===== src/rtl/pmst_ram.sv =====
// Simple dual-port synchronous RAM with one write and one registered read port.
// Used for the cost matrix and the per-vertex tree table. No dependencies.
module pmst_ram #(
	parameter int ADDR_W = 8,
	parameter int WIDTH  = 16
) (
	input  logic              clk,
	input  logic              we,
	input  logic [ADDR_W-1:0] waddr,
	input  logic [WIDTH-1:0]  wdata,
	input  logic [ADDR_W-1:0] raddr,
	output logic [WIDTH-1:0]  rdata
);

	logic [WIDTH-1:0] mem [2**ADDR_W];

	// Write port.
	always_ff @(posedge clk) begin
		if (we) begin
			mem[waddr] <= wdata;
		end
	end

	// Read port, registered.
	always_ff @(posedge clk) begin
		rdata <= mem[raddr];
	end

endmodule


===== config.mk =====
export PLATFORM = sky130hd
export DESIGN_NAME = pmst_ram
export DESIGN_NICKNAME = d
export VERILOG_FILES = /design/src/rtl/pmst_ram.sv
export SDC_FILE = /design/constraint.sdc
export NUM_CORES = 2
export LEC_CHECK = 0
export BUFFER_PORTS_ARGS = -buffer_cell sky130_fd_sc_hd__buf_4
export CAP_MARGIN = 5
export CORE_AREA = 5 5 614 616
export CTS_CLUSTER_SIZE = 40
export DETAILED_ROUTE_END_ITERATION = 8
export DIE_AREA = 0 0 619 621
export SLEW_MARGIN = 5
export SYNTH_ARGS = -nofsm -noshare
export SYNTH_HDL_FRONTEND = slang
export SYNTH_SLANG_ARGS = --single-unit
export TNS_END_PERCENT = 30

===== constraint.sdc =====
create_clock -name clk -period 7.05 [get_ports clk]
set_input_delay 1.41 -clock clk [delete_from_list [all_inputs] [get_ports clk]]
set_output_delay 1.41 -clock clk [all_outputs]
set_load 0.03 [all_outputs]

==> run summary <==
The flow ran to the end, and the final reports show no timing, DRC or antenna violations. Worst slew margin relative to its limit: 0.0404. Cell seen most often among critical-path stages: sky130_fd_sc_hd__buf_12.

The number of core rows is 224, and the post-placement worst setup slack is 1.20 ns. For the number of antenna-violating nets in the routed design, the log shows 0. The logs give 0 for the number of violations of the max-capacitance limit and 0 for the number of hold violations in the final report.

The total global-route track usage was 0.217; the slew of the pin with the lowest slew margin was 1.44 ns. The finished cells cover 180,000 µm². The endpoint arrival time on the critical path came out at 5.82 ns.

For this run, the post-layout net count is 7,785. Timing would allow up to 0.200 GHz. The initial core utilization was 0.428; the final RePlAce weighted congestion was 0.876. After technology mapping, the gate count stands at 7,360.

Across the VDD grid, the largest voltage drop is 211 µV. Summing every instance area after synthesis gives 159,000 µm². The final count of negative-setup-slack endpoints is 0, and the number of design rule violations left after detail routing is 0. For this block, the routed nets add up to 427,000 µm of wire.

For the worst setup path, the data required time is 7.86 ns. H-tree depth: 5. The first detailed-routing pass ran for 6 iterations. At the later pin of the worst-skew pair, clock insertion delay measures 0.98 ns. The count of warnings emitted by yosys was 0; the area share of the largest cell type after synthesis was 0.775.

For this design the static power due to leakage is 56.6 nW. The total area inside the core boundary comes to 371,000 µm². Once the clock tree was built, the resizer swapped 0 gates to a different size. The final sum of negative setup slack is 0 ns, and the total nets after synthesis is 7,394.

The async set or reset register ratio after synthesis works out to 0. The final worst-path setup slack came out at 2.05 ns. The largest single stage delay on the critical path is 1.05 ns.

The wire-length estimate of the detail-placed layout is 249,000 µm. The critical path goes through buf_8 > nand2b_4 > buf_12 > buf_12 > o221ai_1 > o22ai_1 > nor3_1 > nor4_1 > buf_4 > nor4_2. The logs give 0.777 for the sequential fraction of the synthesis area and 0 for the number of max-slew violations in the final report. Power per standard cell area: 286 nW/µm².

In the final routed layout, each cell accounts on average for 32.6 µm. After synthesis the netlist holds a flip-flop and latch count of 4,112. The path class of the tightest hold or removal check is in2reg.

Ranked by total cell area, the synthesized netlist is headed by sky130_fd_sc_hd__edfxtp_1 77%, sky130_fd_sc_hd__mux4_2 11%, sky130_fd_sc_hd__mux2i_1 3.6%. For this block, the initial DRC count from the detailed router was 9,981. The largest total area in the synthesized netlist belongs to sky130_fd_sc_hd__edfxtp_1. The number of primary I/O pins was 50; the number of sinks driven by the clock tree was 4,112.

TritonCTS built the clock tree. The worst setup path is launched from an input port. Buffers placed on the I/O ports in this run total 49. Yosys mapped a number of flops with a built-in enable equal to 4,096.

For this block, the via count after detailed routing is 78,600. The slowest stage of the critical path belongs to the cell sky130_fd_sc_hd__nor4_1. Largest driver fanout on the critical path: 68.

Hold repair after CTS inserted 0 buffers. The number of setup buffers added after CTS is 0, and the vertical die dimension is 621 µm. The shortest period the worst path allows came out at 5.00 ns. The root buffer cell was sky130_fd_sc_hd__clkbuf_16. Dividing the detail-routed via count by the number of cells gives 6.02. The total overflow left after global routing is 0. Relative to the synthesized area, the layout overhead comes to 13.4%. The post-placement cell area came out at 166,000 µm². The die covers 384,000 µm².

TritonCTS created 419 clock buffers. The worst-case clock skew is 0.0639 ns. The via count of the first global-routing pass is 77,300, and the x dimension of the die is 619 µm. Each instance of the synthesized netlist takes up on average 21.6 µm². The first global-routing pass estimated 600,000 µm of wire. Among all flip-flop cells after synthesis, the most frequent one is sky130_fd_sc_hd__edfxtp_1.

The post-route fraction of the period consumed by the critical path works out to 0.710. By startpoint and endpoint, the worst setup path is classified as in2reg. After synthesis, the netlist uses 52 different library cells. The type of destination of the critical path was a flip-flop. Setup repair after global routing left no endpoint under its margin.

The fraction of layout cells with a size suffix above 1 works out to 0.248. The logs give 23 for the initial antenna violation count and 189 for the pin count of the biggest net entering global routing. The clock-pin slew reported for the worst setup and hold paths after clock tree synthesis is 0.06 ns.

The tools report the number of buffers on the longest clock path as 4.
state kept, by name, indices dropped and copies added (netlist names):
name	flops
mem	4096
rdata	16
layout by cell type (no fill, tap or decap), drive strengths merged, types with 3 or more instances in the layout:
master	n
a221oi	28
a2111oi	6
nand4b	3
edfxtp	4096
clkinvlp	16
a22o	32
o21ai	38
or2	5
mux2	88
a21oi	175
nand2b	3
a211oi	18
dfxtp	16
clkinv	189
buf	421
mux2i	565
bufinv	42
diode	6
a31oi	6
nor4	18
clkbuf	505
nor2b	9
o32ai	21
nand3	35
o22ai	148
and3	11
mux4	797
nand2	38
inv	18
nand4	26
a22oi	43
nor3	92
nor2	304
o31ai	16
o221ai	253
critical path, delay by kind of cell:
kind,cells,cell delay (ns)
compound gates,2,0.60
simple gates,4,2.18
buf+inv,4,1.19
cells by family (layout without fill, tap and decap cells):
family                 count (synthesis)  count (layout)  share of synthesized area
multiplexers                        1450            1450                      0.155
AO/OA/AOI/OAI                        786             786                     0.0354
buffers and inverters                456            1191                     0.0169
AND/OR/NAND/NOR                      556             556                     0.0157
other                                  0               6                          0
flip-flops                          4112            4112                      0.777
metal layers:
metal | vias up | GRT usage | part of all wire
li1 | 32100 | - | -
met1 | 42200 | 0.305 | 0.40
met2 | 3677 | 0.342 | 0.48
met3 | 695 | 0.0424 | 0.084
met4 | 8 | 0.0759 | 0.039
met5 | - | 0 | 0.00013
worst paths after layout:
path                from          to  slack, ns  cells after the start
min reg2reg  mem[202][0]    rdata[0]       1.06                      6
max reg2reg    mem[3][9]    rdata[9]       3.83                      7
min             wdata[5]  mem[28][5]       0.83                      1
max             raddr[1]    rdata[4]       2.05                     10
cell type report:
class | instances | area (µm²)
repair buffers | 422 | 3830
clock buffers | 504 | 10900
inverters | 4 | 27.5
flip-flops and latches | 4112 | 123000
multi-input cells | 2792 | 33000
diodes | 6 | 15.0
well taps | 4972 | 6220
clock inverters | 261 | 2620
fillers | 29700 | 191000
Yosys cell counts, types with 9 or more instances:
library cell / n
sky130_fd_sc_hd__nand3_1: 35
sky130_fd_sc_hd__dfxtp_1: 16
sky130_fd_sc_hd__nor3_1: 92
sky130_fd_sc_hd__mux2i_1: 565
sky130_fd_sc_hd__a22oi_1: 43
sky130_fd_sc_hd__buf_6: 77
sky130_fd_sc_hd__a22o_1: 32
sky130_fd_sc_hd__a221oi_1: 28
sky130_fd_sc_hd__edfxtp_1: 4096
sky130_fd_sc_hd__nand2_1: 38
sky130_fd_sc_hd__clkbuf_1: 230
sky130_fd_sc_hd__mux4_2: 797
sky130_fd_sc_hd__o221ai_1: 252
sky130_fd_sc_hd__buf_4: 26
sky130_fd_sc_hd__buf_8: 11
sky130_fd_sc_hd__buf_2: 76
sky130_fd_sc_hd__o32ai_1: 20
sky130_fd_sc_hd__mux2_2: 88
sky130_fd_sc_hd__nand4_1: 26
sky130_fd_sc_hd__nor2_1: 304
sky130_fd_sc_hd__nor2b_1: 9
sky130_fd_sc_hd__o22ai_1: 148
sky130_fd_sc_hd__buf_1: 27
sky130_fd_sc_hd__a211oi_1: 18
sky130_fd_sc_hd__nor4_1: 17
sky130_fd_sc_hd__a21oi_1: 175
sky130_fd_sc_hd__o21ai_0: 37
sky130_fd_sc_hd__and3_1: 11
sky130_fd_sc_hd__o31ai_1: 16
through the flow:
step                utilization  total power [mW]  instances  hold slack [ns]
floorplan                     -              28.8       7360            0.854
global placement          0.449              30.0      12300             1.04
detailed placement        0.449              30.1      12300             1.04
CTS                       0.485              51.8      13100            0.739
global route              0.485              52.9      13100            0.773
finish                    0.485              51.4      13100            0.825
report_power, final:
part           internal [mW]  switching (mW)  total, mW
logic                  0.840            1.69       2.53
registers               27.0          0.0647       27.0
clock network           12.6            9.29       21.9
total                   40.4            11.0       51.4
Note: power is estimated with default switching activity, not from simulation.
