$ cat config.mk
export PLATFORM = sky130hd
export DESIGN_NAME = pmst_ctrl
export DESIGN_NICKNAME = d
export VERILOG_FILES = /design/src/rtl/pmst_pkg.sv /design/src/rtl/pmst_ctrl.sv
export SDC_FILE = /design/constraint.sdc
export NUM_CORES = 1
export LEC_CHECK = 0
export ABC_AREA = 1
export BUFFER_PORTS_ARGS = -buffer_cell sky130_fd_sc_hd__clkbuf_2
export CAP_MARGIN = 10
export CORE_MARGIN = 1.5
export CORE_UTILIZATION = 52
export DETAILED_ROUTE_END_ITERATION = 7
export PLACE_DENSITY = 0.93
export SLEW_MARGIN = 20
export SYNTH_ARGS = -nofsm -noshare
export SYNTH_HDL_FRONTEND = slang
export SYNTH_SLANG_ARGS = --single-unit
export TNS_END_PERCENT = 30
$ cat constraint.sdc
create_clock -name clk -period 4.05 [get_ports clk]
set_clock_uncertainty 0.2 [all_clocks]
set_input_delay 1.215 -clock clk [delete_from_list [all_inputs] [get_ports clk]]
set_output_delay 1.215 -clock clk [all_outputs]
set_load 0.02 [all_outputs]
$ cat src/rtl/pmst_pkg.sv
// Shared types and constants for the Prim spanning tree block.
// Holds the command and result word formats and the opcode and status codes.
// No dependencies.
package pmst_pkg;

	// Fixed field widths of the command and result words.
	localparam int VERT_W   = 4;
	localparam int WFIELD_W = 16;
	localparam int VCOUNT_W = 5;

	// Vertex count after reset.
	localparam logic [VCOUNT_W-1:0] VCOUNT_RESET = 5'd16;

	// Command opcodes.
	localparam logic OP_WRITE = 1'b0;
	localparam logic OP_RUN   = 1'b1;

	// Result status codes.
	localparam logic ST_EDGE         = 1'b0;
	localparam logic ST_DISCONNECTED = 1'b1;

	typedef struct packed {
		logic                opcode;
		logic [VERT_W-1:0]   row;
		logic [VERT_W-1:0]   col;
		logic [WFIELD_W-1:0] weight;
	} cmd_word_t;

	typedef struct packed {
		logic [VERT_W-1:0]   edge_from;
		logic [VERT_W-1:0]   edge_to;
		logic [WFIELD_W-1:0] edge_weight;
		logic                status;
		logic                last;
	} res_word_t;

	// Result word handed from the sequencer to the output register.
	typedef struct packed {
		logic      valid;
		res_word_t word;
	} emit_t;

endpackage

$ cat src/rtl/pmst_ctrl.sv
// Sequencer for the Prim spanning tree block: takes command words, scans the
// cost matrix for the first edge and sweeps the tree table once per added vertex.
// Depends on pmst_pkg; drives the two pmst_ram instances in the top level.
module pmst_ctrl #(
	parameter int MAX_VERTICES = 16,
	parameter int WEIGHT_BITS  = 16,
	parameter int VIDX_W       = 4,
	parameter int TREE_W       = 21
) (
	input  logic                            clk,
	input  logic                            arst_n,
	input  logic                            cmd_valid,
	output logic                            cmd_ready,
	input  pmst_pkg::cmd_word_t             cmd,
	input  logic [pmst_pkg::VCOUNT_W-1:0]   vertex_count,
	input  logic                            emit_ok,
	output pmst_pkg::emit_t                 emit,
	output logic                            cost_we,
	output logic [2*VIDX_W-1:0]             cost_waddr,
	output logic [WEIGHT_BITS-1:0]          cost_wdata,
	output logic [2*VIDX_W-1:0]             cost_raddr,
	input  logic [WEIGHT_BITS-1:0]          cost_rdata,
	output logic                            tree_we,
	output logic [VIDX_W-1:0]               tree_waddr,
	output logic [TREE_W-1:0]               tree_wdata,
	output logic [VIDX_W-1:0]               tree_raddr,
	input  logic [TREE_W-1:0]               tree_rdata
);

	import pmst_pkg::*;

	localparam int CNT_W = $clog2(MAX_VERTICES + 1);
	localparam int CMP_W = (VCOUNT_W > CNT_W) ? VCOUNT_W : CNT_W;
	localparam logic [WEIGHT_BITS-1:0] NO_EDGE = '1;

	typedef struct packed {
		logic                   in_tree;
		logic [VIDX_W-1:0]      nearest;
		logic [WEIGHT_BITS-1:0] near_cost;
	} tree_t;

	typedef enum logic [2:0] {
		S_IDLE, S_SCAN, S_SCAN_WAIT, S_FIRST, S_LOAD, S_SWEEP, S_SWEEP_WAIT, S_PICK
	} state_t;

	state_t state_q, state_d;

	// Loop counters and run bookkeeping.
	logic [VIDX_W-1:0]      i_q, j_q, k_q, u_q, last_q;
	logic [CNT_W-1:0]       rem_q;
	logic [WEIGHT_BITS-1:0] best_q;
	logic [VIDX_W-1:0]      best_a_q, best_b_q;

	// Read stage: address that was issued in the previous cycle.
	logic              scan_s1, load_s1, sweep_s1;
	logic [VIDX_W-1:0] i_s1, j_s1, k_s1;

	logic              run_go, best_clr, take_scan, take_sweep;
	logic              j_at_end, i_at_end, no_edge;
	logic [CMP_W-1:0]  vc_ext, n_sat;
	tree_t             tr_rd, tr_wr;

	assign tr_rd      = tree_t'(tree_rdata);
	assign tree_wdata = TREE_W'(tr_wr);

	assign cmd_ready = (state_q == S_IDLE);
	assign run_go    = cmd_valid && cmd_ready && (cmd.opcode == OP_RUN);
	assign j_at_end  = (j_q == last_q);
	assign i_at_end  = (i_q == last_q - 1'b1);
	assign no_edge   = (best_q == NO_EDGE);

	// Vertex count saturated to the supported range.
	always_comb begin
		vc_ext = CMP_W'(vertex_count);
		if (vc_ext < CMP_W'(2)) begin
			n_sat = CMP_W'(2);
		end else if (vc_ext > CMP_W'(MAX_VERTICES)) begin
			n_sat = CMP_W'(MAX_VERTICES);
		end else begin
			n_sat = vc_ext;
		end
	end

	// Matrix writes from command words; entries beyond the matrix are dropped.
	always_comb begin
		cost_we    = cmd_valid && cmd_ready && (cmd.opcode == OP_WRITE) &&
		             (32'(cmd.row) < MAX_VERTICES) && (32'(cmd.col) < MAX_VERTICES);
		cost_waddr = {VIDX_W'(cmd.row), VIDX_W'(cmd.col)};
		cost_wdata = WEIGHT_BITS'(cmd.weight);
	end

	// Read addresses for the current issue cycle.
	always_comb begin
		if (state_q == S_SCAN) begin
			cost_raddr = {i_q, j_q};
		end else begin
			cost_raddr = {j_q, k_q};
		end
		tree_raddr = j_q;
	end

	// Update of one tree table entry from the returned matrix word.
	always_comb begin
		tr_wr = tr_rd;
		if (load_s1) begin
			tr_wr.in_tree   = (j_s1 == u_q) || (j_s1 == k_s1);
			tr_wr.nearest   = k_s1;
			tr_wr.near_cost = cost_rdata;
		end else begin
			tr_wr.in_tree = tr_rd.in_tree || (j_s1 == k_s1);
			if (!tr_wr.in_tree && (cost_rdata < tr_rd.near_cost)) begin
				tr_wr.nearest   = k_s1;
				tr_wr.near_cost = cost_rdata;
			end
		end
		tree_we    = load_s1 || sweep_s1;
		tree_waddr = j_s1;
		take_scan  = scan_s1 && (cost_rdata < best_q);
		take_sweep = sweep_s1 && !tr_wr.in_tree && (tr_wr.near_cost < best_q);
	end

	// Next state and result words.
	always_comb begin
		state_d    = state_q;
		best_clr   = 1'b0;
		emit.valid = 1'b0;
		emit.word  = '{edge_from: VERT_W'(best_a_q), edge_to: VERT_W'(best_b_q),
		               edge_weight: WFIELD_W'(best_q), status: ST_EDGE, last: 1'b0};
		unique case (state_q)
			S_IDLE: begin
				if (run_go) begin
					state_d  = S_SCAN;
					best_clr = 1'b1;
				end
			end
			S_SCAN: begin
				if (j_at_end && i_at_end) begin
					state_d = S_SCAN_WAIT;
				end
			end
			S_SCAN_WAIT: begin
				state_d = S_FIRST;
			end
			S_FIRST: begin
				emit.word.last = (rem_q == '0);
				if (emit_ok) begin
					emit.valid = 1'b1;
					state_d    = (no_edge || rem_q == '0) ? S_IDLE : S_LOAD;
				end
			end
			S_LOAD: begin
				if (j_at_end) begin
					state_d  = S_SWEEP;
					best_clr = 1'b1;
				end
			end
			S_SWEEP: begin
				if (j_at_end) begin
					state_d = S_SWEEP_WAIT;
				end
			end
			S_SWEEP_WAIT: begin
				state_d = S_PICK;
			end
			S_PICK: begin
				emit.word.last = (rem_q == CNT_W'(1));
				if (emit_ok) begin
					emit.valid = 1'b1;
					if (no_edge || rem_q == CNT_W'(1)) begin
						state_d = S_IDLE;
					end else begin
						state_d  = S_SWEEP;
						best_clr = 1'b1;
					end
				end
			end
			default: begin
				state_d = S_IDLE;
			end
		endcase
		// No finite edge left: a disconnected word closes the run.
		if (no_edge) begin
			emit.word = '{edge_from: '0, edge_to: '0, edge_weight: '0,
			              status: ST_DISCONNECTED, last: 1'b1};
		end
	end

	// State and read stage valid flags.
	always_ff @(posedge clk or negedge arst_n) begin
		if (!arst_n) begin
			state_q  <= S_IDLE;
			scan_s1  <= 1'b0;
			load_s1  <= 1'b0;
			sweep_s1 <= 1'b0;
		end else begin
			state_q  <= state_d;
			scan_s1  <= (state_q == S_SCAN);
			load_s1  <= (state_q == S_LOAD);
			sweep_s1 <= (state_q == S_SWEEP);
		end
	end

	// Counters, pivots and the running minimum.
	always_ff @(posedge clk) begin
		i_s1 <= i_q;
		j_s1 <= j_q;
		k_s1 <= k_q;

		if (best_clr) begin
			best_q <= NO_EDGE;
		end else if (take_scan) begin
			best_q   <= cost_rdata;
			best_a_q <= i_s1;
			best_b_q <= j_s1;
		end else if (take_sweep) begin
			best_q   <= tr_wr.near_cost;
			best_a_q <= j_s1;
			best_b_q <= tr_wr.nearest;
		end

		case (state_q)
			S_IDLE: begin
				if (run_go) begin
					last_q <= VIDX_W'(n_sat - CMP_W'(1));
					rem_q  <= CNT_W'(n_sat - CMP_W'(2));
					i_q    <= '0;
					j_q    <= VIDX_W'(1);
				end
			end
			S_SCAN: begin
				if (j_at_end) begin
					i_q <= i_q + 1'b1;
					j_q <= i_q + VIDX_W'(2);
				end else begin
					j_q <= j_q + 1'b1;
				end
			end
			S_FIRST: begin
				if (emit_ok) begin
					u_q <= best_a_q;
					k_q <= best_b_q;
					j_q <= '0;
				end
			end
			S_LOAD: begin
				if (j_at_end) begin
					j_q <= '0;
					k_q <= u_q;
				end else begin
					j_q <= j_q + 1'b1;
				end
			end
			S_SWEEP: begin
				j_q <= j_q + 1'b1;
			end
			S_PICK: begin
				if (emit_ok) begin
					k_q   <= best_a_q;
					rem_q <= rem_q - 1'b1;
					j_q   <= '0;
				end
			end
			default: begin
			end
		endcase
	end

endmodule

==> impl_results.md, run 1 <==
- Final Hold Vio Count: 0
- Grt ovf: 0
- CP Capture Type: output pin
- Layout net count: 923
- Worst reg-to-reg setup slack: 0.41 ns
- Initial core utilization: 53.8%
- Hold Crit Class: reg -> reg
- Initial antenna violation count: 0
- Post-Route WL: 15,700 µm
- Worst Setup Path Type: in -> out
- Max_slew headroom: 50.9%
- Design area: 0.00677 mm²
- Hold Crit Start: k_q[3]
- Hold WS: 0.223 ns
- Arr. time, crit path: 2.91 ns
- CP Launch Type: input port
- H-tree depth: 3
- Top_reg_cell synth: edfxtp_1
- Root Driver: clkbuf_8
- Reg2Reg Capture Point: best_b_q[3]
- DP Worst Slack: -0.384 ns
- Vias per inst: 5.62
- Failing checks: setup timing
- Status: finished, violations left
- YS warnings: 0
- Register bit count reported by yosys: 67
- FFs w/ async S/R, synth: 8.96%
- Chip height: 101 µm
- GRT Util Overall: 28.6%
- Min-Delay Endpoint: k_s1[3]
- Hold-fix buffers at CTS: 0
- Critical path required time: 2.63 ns
- Hold path depth: 0
- Largest net degree at the start of global routing: 49
- Leakage: 3.35 nW
- Max frequency: 231 MHz
- Worst-Skew Late Latency: 0.36 ns
- Initial DRC Count: 258
- Cells after DPL: 903
- Power density of the placed cells: 780 mW/mm²
- Clock transition at path regs: 0.07 ns
- Netlist cell types: 44
- Vias in the first global route: 4,927
- I/O Buffers: 113
- Rows: 35
- Crit-path max FO: 6
- TritonRoute pass-1 iters: 5
- Final Instance Count excl. Fillers: 932
- CORE AREA: 0.00928 mm²
- Fin crit share: 107%
- Final ANT Viol Nets: 0
- # IOs: 162
- Least-Margin Pin Slew: 0.732 ns
- Final core occ: 72.9%
- Syn Nets: 783
- RSZ-0062 raised after global routing: true
- Post-synth EDFFs: 33
- MaxCap Viol Count: 0
- Synthesized cell area: 0.00499 mm²
- Vias: 5,238
- Critical R2R Launch: tree_waddr[1]
- Area Overhead vs Synth: 35.5%
- # clock sinks: 67
- Mapped Cells: 658
- Peak VDD IR: 534 µV
- Final slew viol count: 0
- DRC viols: 0
- DIE AREA: 0.0102 mm²
- Max clock buf depth: 2
- # diodes: 0
- Fin crit period: 4.33 ns
- Tot Pwr: 5.28 mW
- Setup TNS Final: -5.36 ns
- Gp weighted congestion: 0.903
- Average size of a mapped cell: 7.59 µm²
- Die Width: 101 µm
- CTS tree: done
- Inserted Clock Buffers: 9
- Final Setup Violations: 38
- First-pass GRT wire length: 22,900 µm
- Drt wl/cell: 16.8 µm
- Dpl cell area: 0.00605 mm²
- DP HPWL: 10,700 µm
- Final worst slack: -0.277 ns
- Register area share after synthesis: 34.1%
- Share of post-route cells with drive strength above 1: 31.5%
- R2R cell count: 17
sequential cells by signal, indices dropped and copies added (netlist names):
signal	cells
tree_waddr	4
scan_s1	1
best_a_q	4
tree_raddr	4
i_s1	4
k_s1	4
k_q	4
state_q	3
u_q	4
sweep_s1	1
load_s1	1
best_b_q	4
rem_q	5
last_q	4
best_q	16
i_q	4
synthesized netlist by cell type (all sizes together), types with 5 or more instances:
cell / count / area [µm²]
dfrtp: 6 / 150
o211ai: 6 / 45.0
xor2: 11 / 96.3
inv: 99 / 372
nand2: 130 / 518
nand4: 7 / 43.8
a21oi: 30 / 150
buf: 31 / 226
nor4: 6 / 37.5
mux2: 5 / 56.3
edfxtp: 33 / 991
nor2: 65 / 249
xnor2: 8 / 70.1
clkbuf: 11 / 41.3
dfxtp: 28 / 561
nand3: 43 / 215
nor3: 6 / 30.0
o21ai: 52 / 260
ha: 54 / 676
worst max-delay path: stages:
cell	delay, ns
buf_8	0.10
inv_6	0.06
ha_4	0.20
a21oi_2	0.12
nor2_1	0.05
nor2_1	0.08
nand2_1	0.08
nor2_2	0.17
nand2_2	0.09
nand2_4	0.12
buf_12	0.15
mux2_4	0.32
buf_6	0.14
cell type report:
cell class | count | area [µm²]
clock inverter | 6 | 32.5
tap | 129 | 161
timing repair buffer | 171 | 1310
clock buffer | 10 | 128
fill | 645 | 2520
inverter | 100 | 390
multi-input combinational | 449 | 3040
sequential | 67 | 1700
cells by family (layout without fill, tap and decap cells):
logic type | Yosys count | in the layout | synth area share (%)
xor gates and xnor gates | 19 | 19 | 3.33
buffers and inverters | 142 | 287 | 12.9
AOI/OAI and AO/OA | 107 | 107 | 12.1
DFF | 67 | 67 | 34.1
muxes | 5 | 5 | 1.13
and+or+nand+nor | 264 | 264 | 23.0
adders and majority gates | 54 | 54 | 13.5
what timing repair did:
item                       in CTS  in global routing
gates resized for setup        35                 82
cloned                          1                  1
pin swaps                       3                 18
setup buffers                   5                  6
setup endpoints to repair      27                 44
report_power, final:
group          leakage (nW)  switching [mW]  total [mW]  internal, mW
clock network        0.0771           0.269       0.485         0.216
logic                  2.66            2.10        3.46          1.35
registers             0.621           0.249        1.34          1.09
total                  3.35            2.62        5.28          2.65
layout by cell type (no fill, tap or decap), types with 8 or more instances in the layout:
master / Yosys / layout
clkbuf_2: 0 / 85
nor2_1: 63 / 62
nand3_1: 43 / 43
edfxtp_1: 33 / 33
buf_4: 26 / 48
o21ai_0: 52 / 36
xnor2_1: 8 / 8
xor2_1: 11 / 11
clkbuf_8: 0 / 14
ha_4: 0 / 11
inv_1: 97 / 84
nand2_1: 124 / 118
inv_2: 2 / 10
buf_6: 1 / 21
ha_1: 54 / 43
dfxtp_1: 28 / 28
a21oi_1: 30 / 26
o21ai_4: 0 / 14
worst max path at each step:
stage                   start  slack, ns             end  depth (start not counted)
6_report       tree_rdata[13]      -0.28  tree_wdata[16]                         13
4_1_cts        tree_rdata[13]      -0.28  tree_wdata[16]                         13
5_1_grt        tree_rdata[13]      -0.36  tree_wdata[15]                         13
2_1_floorplan  tree_rdata[15]      -0.28     best_a_q[0]                         15
3_5_place_dp   tree_rdata[14]      -0.38       best_q[9]                         21
3_3_place_gp   tree_rdata[13]      -0.33  tree_wdata[17]                         13
layer usage:
layer  GRT usage (%)  wire, µm
met5               0         0
met4            12.0       738
met3            4.09      1250
met2            52.5      7800
met1            33.2      5900
Note: power is estimated with default switching activity, not from simulation.
==> run 2, diff against run 1 <==
==> constraint.sdc (replaced) <==
create_clock -name clk -period 4.05 [get_ports clk]
set_clock_uncertainty 0.2 [all_clocks]
set_input_delay 0.405 -clock clk [delete_from_list [all_inputs] [get_ports clk]]
set_output_delay 0.405 -clock clk [all_outputs]
set_load 0.02 [all_outputs]
==> run 2 against run 1 <==
Compared with the run above:
- the run now ends clean
- count of clock-buffer cells in the layout unchanged
- combinational power down 19%
- routed wire length down 18%
- critical path type is now in -> reg
- critical endpoint is now best_a_q[3]
==> impl_results.md, run 2 (synthesized netlist as in run 1, its figures left out) <==
- Setup TNS Final: 0 ns
- Setup crit end: best_a_q[3]
- RSZ-0062 raised after global routing: false
- Crit path buf inv count: 2
- Tot Pwr: 4.68 mW
- Root Driver: clkbuf_8
- CTS tree: done
- Worst Setup Path Type: in -> reg
- Hold WS: 0.122 ns
- Post_cts resized: 0
- Area Overhead vs Synth: 15.7%
- Critical path required time: 3.85 ns
- CORE AREA: 0.00928 mm²
- Power density of the placed cells: 811 mW/mm²
- Layout net count: 881
- Die Width: 101 µm
- I/O Buffers: 113
- Vias: 4,805
- CP most frequent cell: a21oi_1
- Chip height: 101 µm
- Grt ovf: 0
- DP HPWL: 10,200 µm
- Status: completed
- Hold Crit Class: in -> reg
- Commonest non-fill, non-tap cell in the layout: nand2_1
- Crit-path max FO: 31
- # clock sinks: 67
- CP top delay family: simple AND/OR/NAND/NOR gates
- Met2 wire length: 6280 µm
- Final Setup Violations: 0
- Max frequency: 277 MHz
- Wl on met1: 5080 µm
- Gp weighted congestion: 0.958
- Vias per inst: 5.40
- Number of flip-flops under the largest register name: 16
- Worst-Skew Late Latency: 0.35 ns
- Final slew viol count: 0
- Max_slew headroom: 55.4%
- Leakage: 3.01 nW
- Initial core utilization: 53.8%
- Vias in the first global route: 4,345
- Largest net degree at the start of global routing: 32
- DIE AREA: 0.0102 mm²
- Post-Route WL: 12,800 µm
- Crit-path cells: clkbuf_2 > ha_1 > nand2_1 > inv_1 > o21ai_0 > a21oi_1 > nor2_2 > nand2_2 > nand2_4 > nand2_1 > o21ai_1 > ha_1 > a21oi_1 > nand3b_1 > a21oi_1 > nor4_2 > nand2_4 > a21boi_2
- Post CTS Setup Buffer Count: 0
- First-pass GRT wire length: 20,000 µm
- Peak VDD IR: 422 µV
- Initial DRC Count: 273
- Drt wl/cell: 14.4 µm
- CP Capture Type: register
- DRC viols: 0
- Critical R2R Launch: tree_waddr[1]
- Clock transition at path regs: 0.07 ns
- # diodes: 0
- TritonRoute pass-1 iters: 5
- Met3 WL: 1090 µm
- Fin crit period: 3.61 ns
- R2R cell count: 16
- CP max stage cell: nor4_2
- GRT Util Overall: 25.1%
- MaxCap Viol Count: 0
- Critical Path Stages: 18
- Rows: 35
- H-tree depth: 3
- CP max stage delay: 0.41 ns
- Largest Register: best_q
- Hold-fix buffers at CTS: 1
- Commonest cells after routing, fill and taps aside: nand2_1, clkbuf_2, inv_1
- Max clock buf depth: 2
- Max Used Layer: met4
- Fin crit share: 89.3%
- Final Hold Vio Count: 0
- Top Registers: best_q (16), rem_q (5)
- Reg2Reg Capture Point: best_a_q[3]
- Share of post-route cells with drive strength above 1: 21.2%
- Crit path from: cost_rdata[9]
- Least-Margin Pin Slew: 0.664 ns
- Arr. time, crit path: 3.41 ns
- CP Launch Type: input port
- Inserted Clock Buffers: 9
- Initial antenna violation count: 0
- Final ANT Viol Nets: 0
- # IOs: 162
- Worst reg-to-reg setup slack: 0.45 ns
run 2: where the power goes:
group          internal [mW]  leakage, nW  switching (mW)  total [mW]
Clock                  0.285       0.0966           0.266       0.552
Sequential              1.09        0.621           0.247        1.33
Combinational          0.978         2.29            1.82        2.80
Total                   2.35         3.01            2.33        4.68
run 2: worst min-delay path by stage:
stage | from | end | cells past startpoint
global placement | arst_n | state_q[0] | 1
floorplan | arst_n | load_s1 | 0
global route | emit_ok | state_q[1] | 2
CTS | emit_ok | state_q[1] | 2
detailed placement | arst_n | state_q[0] | 1
finish | emit_ok | state_q[1] | 2
run 2: layer usage:
metal | vias to the layer above | global-route usage (%)
met1 | 2164 | 30.8
li1 | 2355 | -
met2 | 255 | 43.8
met3 | 31 | 3.54
met4 | 0 | 11.3
met5 | - | 0
run 2: final cells by class:
type                    instances  area, µm²
repair buffers                129        688
inverters                     100        375
well taps                     129        161
fillers                       814       3510
clock buffers                  10        128
multi-input cells             449       2660
flip-flops and latches         67       1700
clock inverters                 6       65.1
run 2: through the flow:
step,cell area [µm²],cells,setup WS (ns),util (%)
floorplan,5000,658,0.0111,-
global placement,5570,873,0.184,60.0
detailed placement,5570,873,0.109,60.0
CTS,5780,890,0.432,62.2
global route,5780,890,0.186,62.2
finish,5780,890,0.435,62.2
==> run 3, diff against run 2 <==
--- a/config.mk
+++ b/config.mk
@@ -7,10 +7,10 @@
 export LEC_CHECK = 0
 export ABC_AREA = 1
-export BUFFER_PORTS_ARGS = -buffer_cell sky130_fd_sc_hd__clkbuf_2
 export CAP_MARGIN = 10
 export CORE_MARGIN = 1.5
-export CORE_UTILIZATION = 52
+export CORE_UTILIZATION = 64
 export DETAILED_ROUTE_END_ITERATION = 7
-export PLACE_DENSITY = 0.93
+export DONT_BUFFER_PORTS = 1
+export PLACE_DENSITY_LB_ADDON = 0.05
 export SLEW_MARGIN = 20
 export SYNTH_ARGS = -nofsm -noshare
--- a/constraint.sdc
+++ b/constraint.sdc
@@ -3,3 +3,3 @@
 set_input_delay 0.405 -clock clk [delete_from_list [all_inputs] [get_ports clk]]
 set_output_delay 0.405 -clock clk [all_outputs]
-set_load 0.02 [all_outputs]
+set_load 0.1 [all_outputs]
==> run 3 against run 2 <==
Compared with the run above:
- die area down 18%
- via count down 8.0%
- worst setup slack gained 0.14 ns
- routed wire length is 2.0% lower
- critical path depth decreased by 1
- critical endpoint is now best_q[1]
- utilization rose by 13 points
- highest routed layer unchanged
- global-route usage increased by 5.5 points
- non-clock buffer count down 83
- maximum frequency grew 4.0%
- sequential cell count unchanged
==> impl_results.md, run 3 (synthesized netlist as in run 1, its figures left out) <==
- CP max stage cell: dfxtp_1
- Worst-Skew Late Latency: 0.35 ns
- Final worst slack: 0.573 ns
- GRT Util Overall: 30.6%
- CP Launch Type: register
- Commonest non-fill, non-tap cell in the layout: nand2_1
- Final ANT Viol Nets: 0
- Top Registers: best_q (16), rem_q (5)
- Post_cts resized: 0
- Crit path buf inv count: 1
- Area Overhead vs Synth: 14.6%
- Initial antenna violation count: 0
- Worst Setup Path Type: reg -> reg
- Largest net degree at the start of global routing: 36
- Drt wl/cell: 16.1 µm
- CTS tree: done
- Hold WS: 0.0912 ns
- MaxCap Viol Count: 0
- Largest Register: best_q
- Multi-input gate area: 0.00295 mm²
- Final Hold Vio Count: 0
- Vias in the first global route: 4,313
- Crit-path max FO: 23
- Hold Crit Class: in -> reg
- Layout net count: 798
- Commonest cells after routing, fill and taps aside: nand2_1, inv_1, ha_1
- Most Crowded Layer GR: met2
- Status: completed
- DP Worst Slack: 0.267 ns
- Post CTS Setup Buffer Count: 0
- CP top delay family: simple AND/OR/NAND/NOR gates
- Setup TNS Final: 0 ns
- Max_slew headroom: 27.2%
- Final slew viol count: 0
- Arr. time, crit path: 3.55 ns
- CORE AREA: 0.00765 mm²
- Die Width: 91.3 µm
- Root Driver: clkbuf_8
- # diodes: 0
- Max frequency: 288 MHz
- Chip height: 91.3 µm
- Critical path required time: 4.13 ns
- Initial core utilization: 65.3%
- Number of flip-flops under the largest register name: 16
- Crit-path cells: xor2_1 > nor2_1 > nand2_1 > nand2_1 > nor2_2 > nand2_2 > nand2_4 > nand2_1 > o21ai_4 > ha_4 > a211o_1 > nor4_4 > nand2_4 > buf_4 > nand2_4 > nand2_1 > nand3_1
- First-pass GRT wire length: 20,100 µm
- Vias per inst: 5.67
- CP most frequent cell: nand2_1
- Share of post-route cells with drive strength above 1: 19.9%
- Routing usage on met2: 54.4%
- CP max stage delay: 0.38 ns
- Sequential cell area: 0.00171 mm²
- Least-Margin Pin Slew: 1.09 ns
- Fin crit share: 85.8%
- Fin crit period: 3.48 ns
- H-tree depth: 3
- Inserted Clock Buffers: 9
- Vias: 4,423
- DIE AREA: 0.00834 mm²
- I/O Buffers: 0
- TritonRoute pass-1 iters: 5
- Initial DRC Count: 207
- DP HPWL: 9830 µm
- Rows: 32
- RSZ-0062 raised after global routing: false
- DRC viols: 0
- Met3 usage: 7.54%
- # fillers: 606
- Clock transition at path regs: 0.08 ns
- # clock sinks: 67
- Met1 usage: 35.1%
- # IOs: 162
- Max clock buf depth: 2
- Gp weighted congestion: 0.915
- Grt ovf: 0
- Post-Route WL: 12,500 µm
- Final Setup Violations: 0
- CP Capture Type: register
run 3: cell count changes in the layout (fill, tap and decap cells not counted), moves of 6 or more:
cell / change
o21ai_4: +13
o21ai_2: +6
o21ai_1: -7
nor2_2: +26
buf_4: +28
clkbuf_2: -113
nor2_1: -26
o21ai_0: -12
run 3: final cells by class:
cell class / count / share of cell area [%]
tap: 102 / 2.23
inverter: 100 / 6.56
timing repair buffer: 46 / 6.34
clock inverter: 7 / 1.38
sequential: 67 / 29.8
multi-input combinational: 449 / 51.5
clock buffer: 9 / 2.17
run 3: final timing paths:
kind / startpoint / end / slack (ns) / cells after the start
worst max-delay path: k_s1[3] / best_q[1] / 0.57 / 17
max in group asynchronous: arst_n / load_s1 / 3.24 / 1
worst min-delay path: vertex_count[3] / last_q[3] / 0.09 / 1
worst min register to register: k_q[2] / k_s1[2] / 0.18 / 0
min in group asynchronous: arst_n / state_q[2] / 0.16 / 1
worst max register to register: k_s1[3] / best_q[1] / 0.57 / 17
run 3: worst reg2reg max path, delay by kind of cell, from the launching register on:
| kind | cells | cell delay [ns] |
|---|---|---|
| compound gates | 2 | 0.39 |
| xor+xnor | 1 | 0.16 |
| fa+ha+maj | 1 | 0.23 |
| buf+inv | 1 | 0.22 |
| flops | 1 | 0.38 |
| simple gates | 12 | 1.82 |
run 3: metrics by stage:
stage          instance area, µm²  std cells  utilization [%]
2_1_floorplan                5240        658                -
3_3_place_gp                 5500        762             71.9
3_5_place_dp                 5500        762             71.9
4_1_cts                      5720        780             74.8
5_1_grt                      5720        780             74.8
6_report                     5720        780             74.8
run 3: metal layers:
metal / up-vias / part of all wire (%)
met2: 154 / 51
li1: 2186 / -
met4: 0 / 2.3
met1: 2057 / 40
met5: - / 0
met3: 26 / 6.7
run 3: what timing repair did:
| item | in CTS | in global routing |
|---|---|---|
| hold buffers | 2 | 0 |
| setup endpoints to repair | 0 | 0 |
| endpoints found under the hold margin | 7 | 0 |
Power of run 3 is not shown: default switching activity piles up to over one toggle a cycle in this logic, so the estimate is an artifact.
